$ cat src/rtl/fss_pkg.sv
`default_nettype none

package fss_pkg;

  // query storage limits
  localparam int unsigned MaxQueryLen = 32;
  localparam int unsigned QueryRegs   = MaxQueryLen / 8;
  localparam int unsigned PosW        = 6;
  localparam int unsigned ScoreW      = 11;
  localparam int unsigned CfgIdxW     = 3;
  localparam int unsigned CfgDataW    = 64;

  // score increments
  localparam logic [5:0] ScoreMatch    = 6'd10;
  localparam logic [5:0] ScoreRun      = 6'd20;
  localparam logic [5:0] ScoreBoundary = 6'd15;

  // configuration register indexes
  typedef enum logic [CfgIdxW-1:0] {
    RegQuery0   = 3'd0,
    RegQuery1   = 3'd1,
    RegQuery2   = 3'd2,
    RegQuery3   = 3'd3,
    RegQueryLen = 3'd4
  } cfg_reg_e;

  typedef logic [7:0] char_t;

  // ascii upper case folds to lower case, all else unchanged
  function automatic char_t fold_case(input char_t c);
    char_t r;
    r = c;
    if (c inside {[8'h41:8'h5A]}) begin
      r = c + 8'h20;
    end
    return r;
  endfunction

  // whitespace or ascii punctuation other than $ + < = > ^ | ~ and backtick
  function automatic logic is_boundary(input char_t c);
    logic r;
    r = 1'b0;
    if (c inside {8'h20, [8'h09:8'h0D]}) begin
      r = 1'b1;
    end else if (c inside {[8'h21:8'h23], [8'h25:8'h2A], [8'h2C:8'h2F],
                           8'h3A, 8'h3B, 8'h3F, 8'h40,
                           [8'h5B:8'h5D], 8'h5F, 8'h7B, 8'h7D}) begin
      r = 1'b1;
    end
    return r;
  endfunction

endpackage

`default_nettype wire

$ cat src/rtl/fss_text_if.sv
`default_nettype none

interface fss_text_if;
  logic                valid;
  logic                ready;
  fss_pkg::char_t      text_char;
  logic                end_of_text;

  modport source (output valid, output text_char, output end_of_text, input ready);
  modport sink   (input valid, input text_char, input end_of_text, output ready);
endinterface

`default_nettype wire

$ cat src/rtl/fss_score_if.sv
`default_nettype none

interface fss_score_if;
  logic                        valid;
  logic                        ready;
  logic [fss_pkg::ScoreW-1:0]  match_score;
  logic                        fully_matched;

  modport source (output valid, output match_score, output fully_matched, input ready);
  modport sink   (input valid, input match_score, input fully_matched, output ready);
endinterface

`default_nettype wire

$ cat src/rtl/fss_cfg_if.sv
`default_nettype none

interface fss_cfg_if;
  logic                          valid;
  logic                          ready;
  logic [fss_pkg::CfgIdxW-1:0]   index;
  logic [fss_pkg::CfgDataW-1:0]  data;

  modport source (output valid, output index, output data, input ready);
  modport sink   (input valid, input index, input data, output ready);
endinterface

`default_nettype wire

$ cat src/rtl/fuzzy_subsequence_scorer_top.sv
`default_nettype none

// fuzzy subsequence scorer
// text_i carries the target text one character per item, end_of_text set on
// the last one; score_o gives one result item per text: the score and whether
// every query character was matched in order, case-insensitively.
// cfg_i writes the query registers (indexes 0..3, eight characters each, first
// character in the lowest byte) and the length (index 4); other indexes are
// dropped. cfg_i is always ready; write it only while no text is in flight.
// a character is taken into an input register and scored from there against
// the next unmatched query character; the result of the last character is
// taken into the output register. throughput is one character per cycle,
// set by the single scoring stage, unless an end of text waits on score_o.
// when score_o is stalled the input register still drains characters that
// give no result; only a second end of text waits for the output register.
// reset clears the query to empty and the scan to the start of a text.
module fuzzy_subsequence_scorer_top (
  input  wire          clk_i,
  input  wire          rst_ni,
  fss_text_if.sink     text_i,
  fss_score_if.source  score_o,
  fss_cfg_if.sink      cfg_i
);

  // configuration registers
  logic [fss_pkg::QueryRegs-1:0][fss_pkg::CfgDataW-1:0] query_q;
  logic [fss_pkg::PosW-1:0]                             len_q;
  logic [fss_pkg::MaxQueryLen-1:0][7:0]                 query_bytes;
  logic [fss_pkg::PosW-1:0]                             eff_len;

  assign cfg_i.ready = 1'b1;
  assign query_bytes = query_q;
  assign eff_len     = (len_q > fss_pkg::PosW'(fss_pkg::MaxQueryLen))
                       ? fss_pkg::PosW'(fss_pkg::MaxQueryLen) : len_q;

  always_ff @(posedge clk_i or negedge rst_ni) begin
    if (!rst_ni) begin
      query_q <= '0;
      len_q   <= '0;
    end else if (cfg_i.valid) begin
      case (cfg_i.index)
        fss_pkg::RegQuery0:   query_q[0] <= cfg_i.data;
        fss_pkg::RegQuery1:   query_q[1] <= cfg_i.data;
        fss_pkg::RegQuery2:   query_q[2] <= cfg_i.data;
        fss_pkg::RegQuery3:   query_q[3] <= cfg_i.data;
        fss_pkg::RegQueryLen: len_q      <= cfg_i.data[fss_pkg::PosW-1:0];
        default: ;
      endcase
    end
  end

  // input register
  logic           in_vld_q;
  fss_pkg::char_t char_q;
  logic           eot_q;
  logic           process;

  assign process      = in_vld_q && (!eot_q || !score_o.valid || score_o.ready);
  assign text_i.ready = !in_vld_q || process;

  always_ff @(posedge clk_i or negedge rst_ni) begin
    if (!rst_ni) begin
      in_vld_q <= 1'b0;
    end else if (text_i.ready) begin
      in_vld_q <= text_i.valid;
    end
  end

  always_ff @(posedge clk_i) begin
    if (text_i.ready && text_i.valid) begin
      char_q <= text_i.text_char;
      eot_q  <= text_i.end_of_text;
    end
  end

  // scan state
  logic [fss_pkg::PosW-1:0]   pos_q, pos_d;
  logic [fss_pkg::ScoreW-1:0] score_q, score_d;
  logic                       prev_q, prev_d;
  logic                       bound_q, bound_d;

  // scoring of the registered character
  fss_pkg::char_t             q_char;
  logic                       hit;
  logic [5:0]                 add;
  logic [fss_pkg::PosW-1:0]   pos_upd;
  logic [fss_pkg::ScoreW-1:0] score_upd;
  logic                       full;

  assign q_char = query_bytes[pos_q[fss_pkg::PosW-2:0]];
  assign hit    = (pos_q < eff_len) &&
                  (fss_pkg::fold_case(q_char) == fss_pkg::fold_case(char_q));
  assign add    = fss_pkg::ScoreMatch
                  + (prev_q  ? fss_pkg::ScoreRun      : 6'd0)
                  + (bound_q ? fss_pkg::ScoreBoundary : 6'd0);
  assign pos_upd   = hit ? pos_q + fss_pkg::PosW'(1) : pos_q;
  assign score_upd = hit ? score_q + fss_pkg::ScoreW'(add) : score_q;
  assign full      = pos_upd >= eff_len;

  // next scan state, back to the start after the last character
  always_comb begin
    pos_d   = pos_q;
    score_d = score_q;
    prev_d  = prev_q;
    bound_d = bound_q;
    if (process) begin
      if (eot_q) begin
        pos_d   = '0;
        score_d = '0;
        prev_d  = 1'b0;
        bound_d = 1'b1;
      end else begin
        pos_d   = pos_upd;
        score_d = score_upd;
        prev_d  = hit;
        bound_d = fss_pkg::is_boundary(char_q);
      end
    end
  end

  always_ff @(posedge clk_i or negedge rst_ni) begin
    if (!rst_ni) begin
      pos_q   <= '0;
      score_q <= '0;
      prev_q  <= 1'b0;
      bound_q <= 1'b1;
    end else begin
      pos_q   <= pos_d;
      score_q <= score_d;
      prev_q  <= prev_d;
      bound_q <= bound_d;
    end
  end

  // result register
  logic                       out_vld_q;
  logic [fss_pkg::ScoreW-1:0] out_score_q;
  logic                       out_full_q;

  always_ff @(posedge clk_i or negedge rst_ni) begin
    if (!rst_ni) begin
      out_vld_q <= 1'b0;
    end else if (process && eot_q) begin
      out_vld_q <= 1'b1;
    end else if (score_o.ready) begin
      out_vld_q <= 1'b0;
    end
  end

  always_ff @(posedge clk_i) begin
    if (process && eot_q) begin
      out_score_q <= full ? score_upd : '0;
      out_full_q  <= full;
    end
  end

  assign score_o.valid         = out_vld_q;
  assign score_o.match_score   = out_score_q;
  assign score_o.fully_matched = out_full_q;

  // checks
  a_pos_range: assert property (@(posedge clk_i) disable iff (!rst_ni)
    pos_q <= fss_pkg::PosW'(fss_pkg::MaxQueryLen))
    else $error("query position beyond query storage");

  a_score_needs_match: assert property (@(posedge clk_i) disable iff (!rst_ni)
    (pos_q == '0) |-> (score_q == '0))
    else $error("score without any matched character");

  a_unmatched_zero: assert property (@(posedge clk_i) disable iff (!rst_ni)
    (out_vld_q && !out_full_q) |-> (out_score_q == '0))
    else $error("partial match gave a nonzero score");

  a_scan_restart: assert property (@(posedge clk_i) disable iff (!rst_ni)
    (process && eot_q) |=> (pos_q == '0 && bound_q && !prev_q))
    else $error("scan state not cleared after last character");

endmodule

`default_nettype wire
$ cat src/flat_wrapper.sv
// flat-port wrapper written by rule: the top's interface ports become plain ports
module fuzzy_subsequence_scorer_top_flat 
  (clk_i, rst_ni, text_i_valid, text_i_text_char, text_i_end_of_text, text_i_ready, score_o_valid, score_o_match_score, score_o_fully_matched, score_o_ready, cfg_i_valid, cfg_i_index, cfg_i_data, cfg_i_ready);
  fss_text_if text_i_i ();
  fss_score_if score_o_i ();
  fss_cfg_if cfg_i_i ();
  input  wire clk_i;
  input  wire rst_ni;
  input wire logic [$bits(text_i_i.valid)-1:0] text_i_valid;
  input wire logic [$bits(text_i_i.text_char)-1:0] text_i_text_char;
  input wire logic [$bits(text_i_i.end_of_text)-1:0] text_i_end_of_text;
  output wire logic [$bits(text_i_i.ready)-1:0] text_i_ready;
  output wire logic [$bits(score_o_i.valid)-1:0] score_o_valid;
  output wire logic [$bits(score_o_i.match_score)-1:0] score_o_match_score;
  output wire logic [$bits(score_o_i.fully_matched)-1:0] score_o_fully_matched;
  input wire logic [$bits(score_o_i.ready)-1:0] score_o_ready;
  input wire logic [$bits(cfg_i_i.valid)-1:0] cfg_i_valid;
  input wire logic [$bits(cfg_i_i.index)-1:0] cfg_i_index;
  input wire logic [$bits(cfg_i_i.data)-1:0] cfg_i_data;
  output wire logic [$bits(cfg_i_i.ready)-1:0] cfg_i_ready;
  assign text_i_i.valid = text_i_valid;
  assign text_i_i.text_char = text_i_text_char;
  assign text_i_i.end_of_text = text_i_end_of_text;
  assign text_i_ready = text_i_i.ready;
  assign score_o_valid = score_o_i.valid;
  assign score_o_match_score = score_o_i.match_score;
  assign score_o_fully_matched = score_o_i.fully_matched;
  assign score_o_i.ready = score_o_ready;
  assign cfg_i_i.valid = cfg_i_valid;
  assign cfg_i_i.index = cfg_i_index;
  assign cfg_i_i.data = cfg_i_data;
  assign cfg_i_ready = cfg_i_i.ready;
  fuzzy_subsequence_scorer_top u_core (.clk_i(clk_i), .rst_ni(rst_ni), .text_i(text_i_i), .score_o(score_o_i), .cfg_i(cfg_i_i));
endmodule
$ cat config.mk
export PLATFORM = sky130hd
export DESIGN_NAME = fuzzy_subsequence_scorer_top_flat
export DESIGN_NICKNAME = d
export VERILOG_FILES = /design/src/rtl/fss_pkg.sv /design/src/rtl/fss_text_if.sv /design/src/rtl/fss_score_if.sv /design/src/rtl/fss_cfg_if.sv /design/src/rtl/fuzzy_subsequence_scorer_top.sv /design/src/flat_wrapper.sv
export SDC_FILE = /design/constraint.sdc
export NUM_CORES = 1
export LEC_CHECK = 0
export ABC_AREA = 1
export BUFFER_PORTS_ARGS = -buffer_cell sky130_fd_sc_hd__buf_2
export CORE_MARGIN = 4
export CORE_UTILIZATION = 50
export CTS_CLUSTER_DIAMETER = 30
export DETAILED_ROUTE_END_ITERATION = 10
export GPL_TIMING_DRIVEN = 0
export PLACE_DENSITY = 0.68
export SETUP_SLACK_MARGIN = 0.3
export SYNTH_ARGS = -nofsm -noshare
export SYNTH_HDL_FRONTEND = slang
export SYNTH_SLANG_ARGS = --single-unit
export TNS_END_PERCENT = 30
$ cat constraint.sdc
create_clock -name clk_i -period 5 [get_ports clk_i]
set_input_delay 1 -clock clk_i [delete_from_list [all_inputs] [get_ports clk_i]]
set_output_delay 1 -clock clk_i [all_outputs]
set_load 0.01 [all_outputs]
==> summary by stage <==
CTS
The number of H-tree branching levels is 3. In this run, CTS created clock tree buffers numbering 71. Clock tree synthesis selected as its root buffer the cell sky130_fd_sc_hd__clkbuf_16.

The total number of clock tree sinks is 304. For the worst-skew pair, the clock arrives at the later sink with an insertion delay of 580 ps. The clock tree from TritonCTS is yes. The clock passes through at most 3 buffers. After clock tree synthesis, the clock-pin slew on the worst setup and hold paths is 50 ps.

GRT
The largest net degree at the start of global routing is 105. The total global routing overflow is 0. The number of global-route vias before repair is 14900. In the global route stage, overall resource usage came out at 33.9%.

The wire length of the first global-routing pass is 86.6 mm. The initial antenna violation count came to 0.

Synthesis
After synthesis the netlist holds a flip-flop and latch count of 304. The share of synthesized area occupied by flip-flops and latches is 49.9%. The mapped netlist covers 15500 um^2. The area fraction of the dominant cell type after synthesis is 45.6%. A synthesized cell averages 7.54 um^2. Among all flip-flop cells after synthesis, the most frequent one is sky130_fd_sc_hd__dfrtp_1. The gate count of the mapped netlist is 2052. The Yosys step of the flow raised 0 warnings. In the post-synthesis netlist, the biggest area contributors are sky130_fd_sc_hd__dfrtp_1, sky130_fd_sc_hd__nand2_1, sky130_fd_sc_hd__o21ai_0, sky130_fd_sc_hd__nand3_1, sky130_fd_sc_hd__edfxtp_1.

The number of enable-type register cells in the synthesized netlist is 21. The dominant cell type by area after synthesis is sky130_fd_sc_hd__dfrtp_1. The async set or reset register ratio after synthesis is 93.1%.

Synthesis produced a netlist with a net count of 2158. The distinct cell type count after synthesis is 44.

Drt
The length of the first detailed-routing pass in iterations is 6. After detailed routing, the number of remaining DRC violations is 0. The final route contains 15000 vias. The number of nets with antenna violations after routing is 0. The detail-routed net length per standard cell is 21.4 um. For this block, the routed nets add up to 57.2 mm of wire.

The DRC violation total after the first TritonRoute iteration is 1579. Dividing the detail-routed via count by the number of cells gives 5.60.

STA
The post-layout minimum cycle time is 4470 ps. The final number of max-transition violations is 0. The portion of the clock cycle consumed by the worst path in the final layout is 89.4%.

The timing-limited maximum frequency is 224 MHz. For the pin with the worst max-slew slack, the measured transition is 1130 ps. The final setup skew is 24.3 ps. Setup repair after global routing left no endpoint under its margin. The worst slew margin relative to its limit is 24.9%. The count of final hold-check violations was 0. The least setup slack across all paths after layout is 532 ps.

Setup violations remaining at the end of the flow were counted as 0. The aggregate negative setup slack is 0 ps.

Critical path
The class of the most critical setup path is reg2reg. The maximum fanout encountered on the critical timing path is 10. The startpoint of the worst-slack reg-to-reg timing path is u_core.pos_q[0].

STA classifies the critical path startpoint as a flip-flop. For the worst setup path, the data arrival time is 4780 ps. The critical path starts at u_core.pos_q[0]. The endpoint required time on the critical path is 5310 ps. The worst setup path is captured at a flip-flop.

Die
After floorplanning, the core was divided into 64 placement rows. The initial cell density of the core is 50.6%. The die covers 33800 um^2.

The total area inside the core boundary comes to 30600 um^2. The die is 184 um tall. In this run the horizontal extent of the chip is 184 um. During I/O placement, the number of pins put on the boundary was 96.

Final layout
After filler insertion, the fill cell instance count of the layout stands at 2740. The area of all sequential standard cells is 7710 um^2. The number of diodes added for antenna fixing is 0.

From synthesis to final layout, the design area changed by 24.1%. In the final layout, the multi-input gates occupy 6650 um^2. In the final layout, the share of cells above drive strength 1 is 12.7%. For this run, the share of the core covered by cells in the final layout is 62.8%. The total number of nets in the final design is 2328.

Place
The final weighted congestion in routability-driven placement is 1.01. Detailed placement ended at an HPWL of 41.4 mm. Port buffering added 94 buffers.

OpenSTA, run right after detailed placement, puts the worst setup slack at -73.9 ps.

Run
The number of maximum-capacitance constraint violations is 0.

Hold path
The path class of the tightest hold or removal check is in2async.

Power and ir drop
The power density over the cells is 487 nW/um^2. IR analysis of the VDD net gives a maximum drop of 0.443 mV. The leakage power figure is 0.00985 uW.

Outcome
The flow ran to the end, and the final reports show no timing, DRC or antenna violations.
[state kept, by name, summed over array words and instances (netlist names)]
| register | flops |
|---|---|
| u_core.eot_q | 1 |
| u_core.pos_q | 6 |
| u_core.len_q | 6 |
| u_core.prev_q | 1 |
| u_core.bound_q | 1 |
| u_core.in_vld_q | 1 |
| u_core.score_o.fully_matched | 1 |
| u_core.query_bytes | 256 |
| u_core.score_q | 11 |
| u_core.score_o.valid | 1 |
| u_core.score_o.match_score | 11 |
| u_core.char_q | 8 |
[layout by cell type (no fill, tap or decap), drive strengths merged, types with 2 or more instances in the layout]
master	instances
clkbuf	174
clkinvlp	7
o31ai	3
a21oi	27
o21ai	284
nor2	49
xnor2	3
a21boi	5
nor3	3
dfrtp	282
ha	24
a31oi	2
o211ai	6
nand4	6
clkinv	18
o21a	2
nand3b	3
bufinv	11
nand3	181
inv	171
buf	132
xor2	12
a211oi	2
nand2	839
edfxtp	21
o22ai	3
[through the flow]
| stage | hold slack, ps | area (um^2) | instances | power [uW] |
|---|---|---|---|---|
| 6_report | 380 | 19200 | 2675 | 9350 |
| 5_1_grt | 463 | 19200 | 2675 | 9720 |
| 4_1_cts | 427 | 19100 | 2674 | 9320 |
| 3_5_place_dp | 473 | 16500 | 2544 | 4450 |
| 3_3_place_gp | 464 | 16400 | 2542 | 4410 |
| 2_1_floorplan | 448 | 15500 | 2052 | 3930 |
[Yosys cell counts (3+ instances only)]
cell type                  number
sky130_fd_sc_hd__buf_6          3
sky130_fd_sc_hd__xor2_1        12
sky130_fd_sc_hd__nand3b_1       3
sky130_fd_sc_hd__o22ai_1        3
sky130_fd_sc_hd__nand3_1      180
sky130_fd_sc_hd__nor3_1         3
sky130_fd_sc_hd__nand4_1        6
sky130_fd_sc_hd__a21oi_1       27
sky130_fd_sc_hd__o21ai_0      282
sky130_fd_sc_hd__o211ai_1       6
sky130_fd_sc_hd__o31ai_1        3
sky130_fd_sc_hd__ha_1          24
sky130_fd_sc_hd__buf_4         12
sky130_fd_sc_hd__dfrtp_1      282
sky130_fd_sc_hd__clkinv_1       3
sky130_fd_sc_hd__buf_2         29
sky130_fd_sc_hd__nand2_1      836
sky130_fd_sc_hd__clkbuf_1      68
sky130_fd_sc_hd__edfxtp_1      21
sky130_fd_sc_hd__inv_2          3
sky130_fd_sc_hd__nor2_1        47
sky130_fd_sc_hd__inv_1        163
sky130_fd_sc_hd__a21boi_0       4
sky130_fd_sc_hd__buf_1          5
sky130_fd_sc_hd__xnor2_1        3
[critical path, stage by stage (launching register included)]
cell                       delay, ps
sky130_fd_sc_hd__dfrtp_2         480
sky130_fd_sc_hd__inv_2           150
sky130_fd_sc_hd__buf_6           170
sky130_fd_sc_hd__buf_4           230
sky130_fd_sc_hd__nand2_1          80
sky130_fd_sc_hd__nand3_1         170
sky130_fd_sc_hd__nand3_1         200
sky130_fd_sc_hd__nand3_1         110
sky130_fd_sc_hd__nand3_1         160
sky130_fd_sc_hd__nand2_1         170
sky130_fd_sc_hd__nand2_1          60
sky130_fd_sc_hd__inv_1            60
sky130_fd_sc_hd__nand3_2         110
sky130_fd_sc_hd__nand3_1         140
sky130_fd_sc_hd__nand2_1          70
sky130_fd_sc_hd__nand3b_1        130
sky130_fd_sc_hd__nand2_4         120
sky130_fd_sc_hd__nand2_4         150
sky130_fd_sc_hd__buf_6           170
sky130_fd_sc_hd__nand2_1          80
sky130_fd_sc_hd__nand2_1         100
sky130_fd_sc_hd__inv_1            50
sky130_fd_sc_hd__ha_1            300
sky130_fd_sc_hd__a21oi_1         160
sky130_fd_sc_hd__o21a_1          110
sky130_fd_sc_hd__and3_1          200
sky130_fd_sc_hd__clkbuf_4        210
sky130_fd_sc_hd__nor2_1           60
[area by class of cell]
| type | count | area share [%] |
|---|---|---|
| Timing Repair Buffer | 97 | 2.83 |
| Tap cell | 396 | 2.58 |
| Inverter | 169 | 3.30 |
| Clock buffer | 92 | 10.3 |
| Buffer | 117 | 3.30 |
| Multi-Input combinational cell | 1462 | 34.6 |
| Clock inverter | 38 | 2.94 |
| Sequential cell | 304 | 40.2 |
[layer usage]
layer  routed length (um)  part of all wire, %  track usage [%]  up-vias
met4                 1620                  2.8             12.0        0
li1                     -                    -                -     6918
met5                    0                    0                0        -
met3                 4960                  8.7             7.20      112
met1                24200                   42             46.7     7221
met2                26400                   46             53.3      724
[power breakdown]
| part | internal [uW] | total (uW) | switching (uW) |
|---|---|---|---|
| Clock | 3360 | 4860 | 1500 |
| Sequential | 2910 | 3190 | 276 |
| Combinational | 437 | 1300 | 861 |
| Total | 6710 | 9350 | 2640 |
[logic make-up (layout without fill, tap and decap cells)]
family / Yosys count / count (layout) / synth area share, %
xor+xnor: 15 / 15 / 0.849
flops: 304 / 304 / 49.9
compound gates: 337 / 337 / 11.3
simple gates: 1084 / 1084 / 28.3
other cells: 1 / 1 / 0.0242
buf+inv: 286 / 513 / 7.61
fa+ha+maj: 25 / 25 / 2.07
[worst paths after layout]
kind / to / slack [ps] / cells past startpoint
setup / recovery: u_core.score_o.match_score[3] / 530 / 27
min in group clk_i: u_core.query_bytes[220] / 480 / 2
setup reg to reg: u_core.score_o.match_score[3] / 530 / 27
hold / removal: u_core.query_bytes[139] / 380 / 1
hold reg to reg: u_core.query_bytes[220] / 480 / 2
max in group asynchronous: u_core.query_bytes[251] / 3610 / 2
[what timing repair did]
action / 4_1_cts / 5_1_grt
pin swaps: 0 / 1
hold buffers: 0 / 0
hold endpoints to repair: 0 / 0
endpoints found under the setup margin: 10 / 12
gates resized for setup: 9 / 52
setup buffers: 0 / 1
Note: power is estimated with default switching activity, not from simulation.
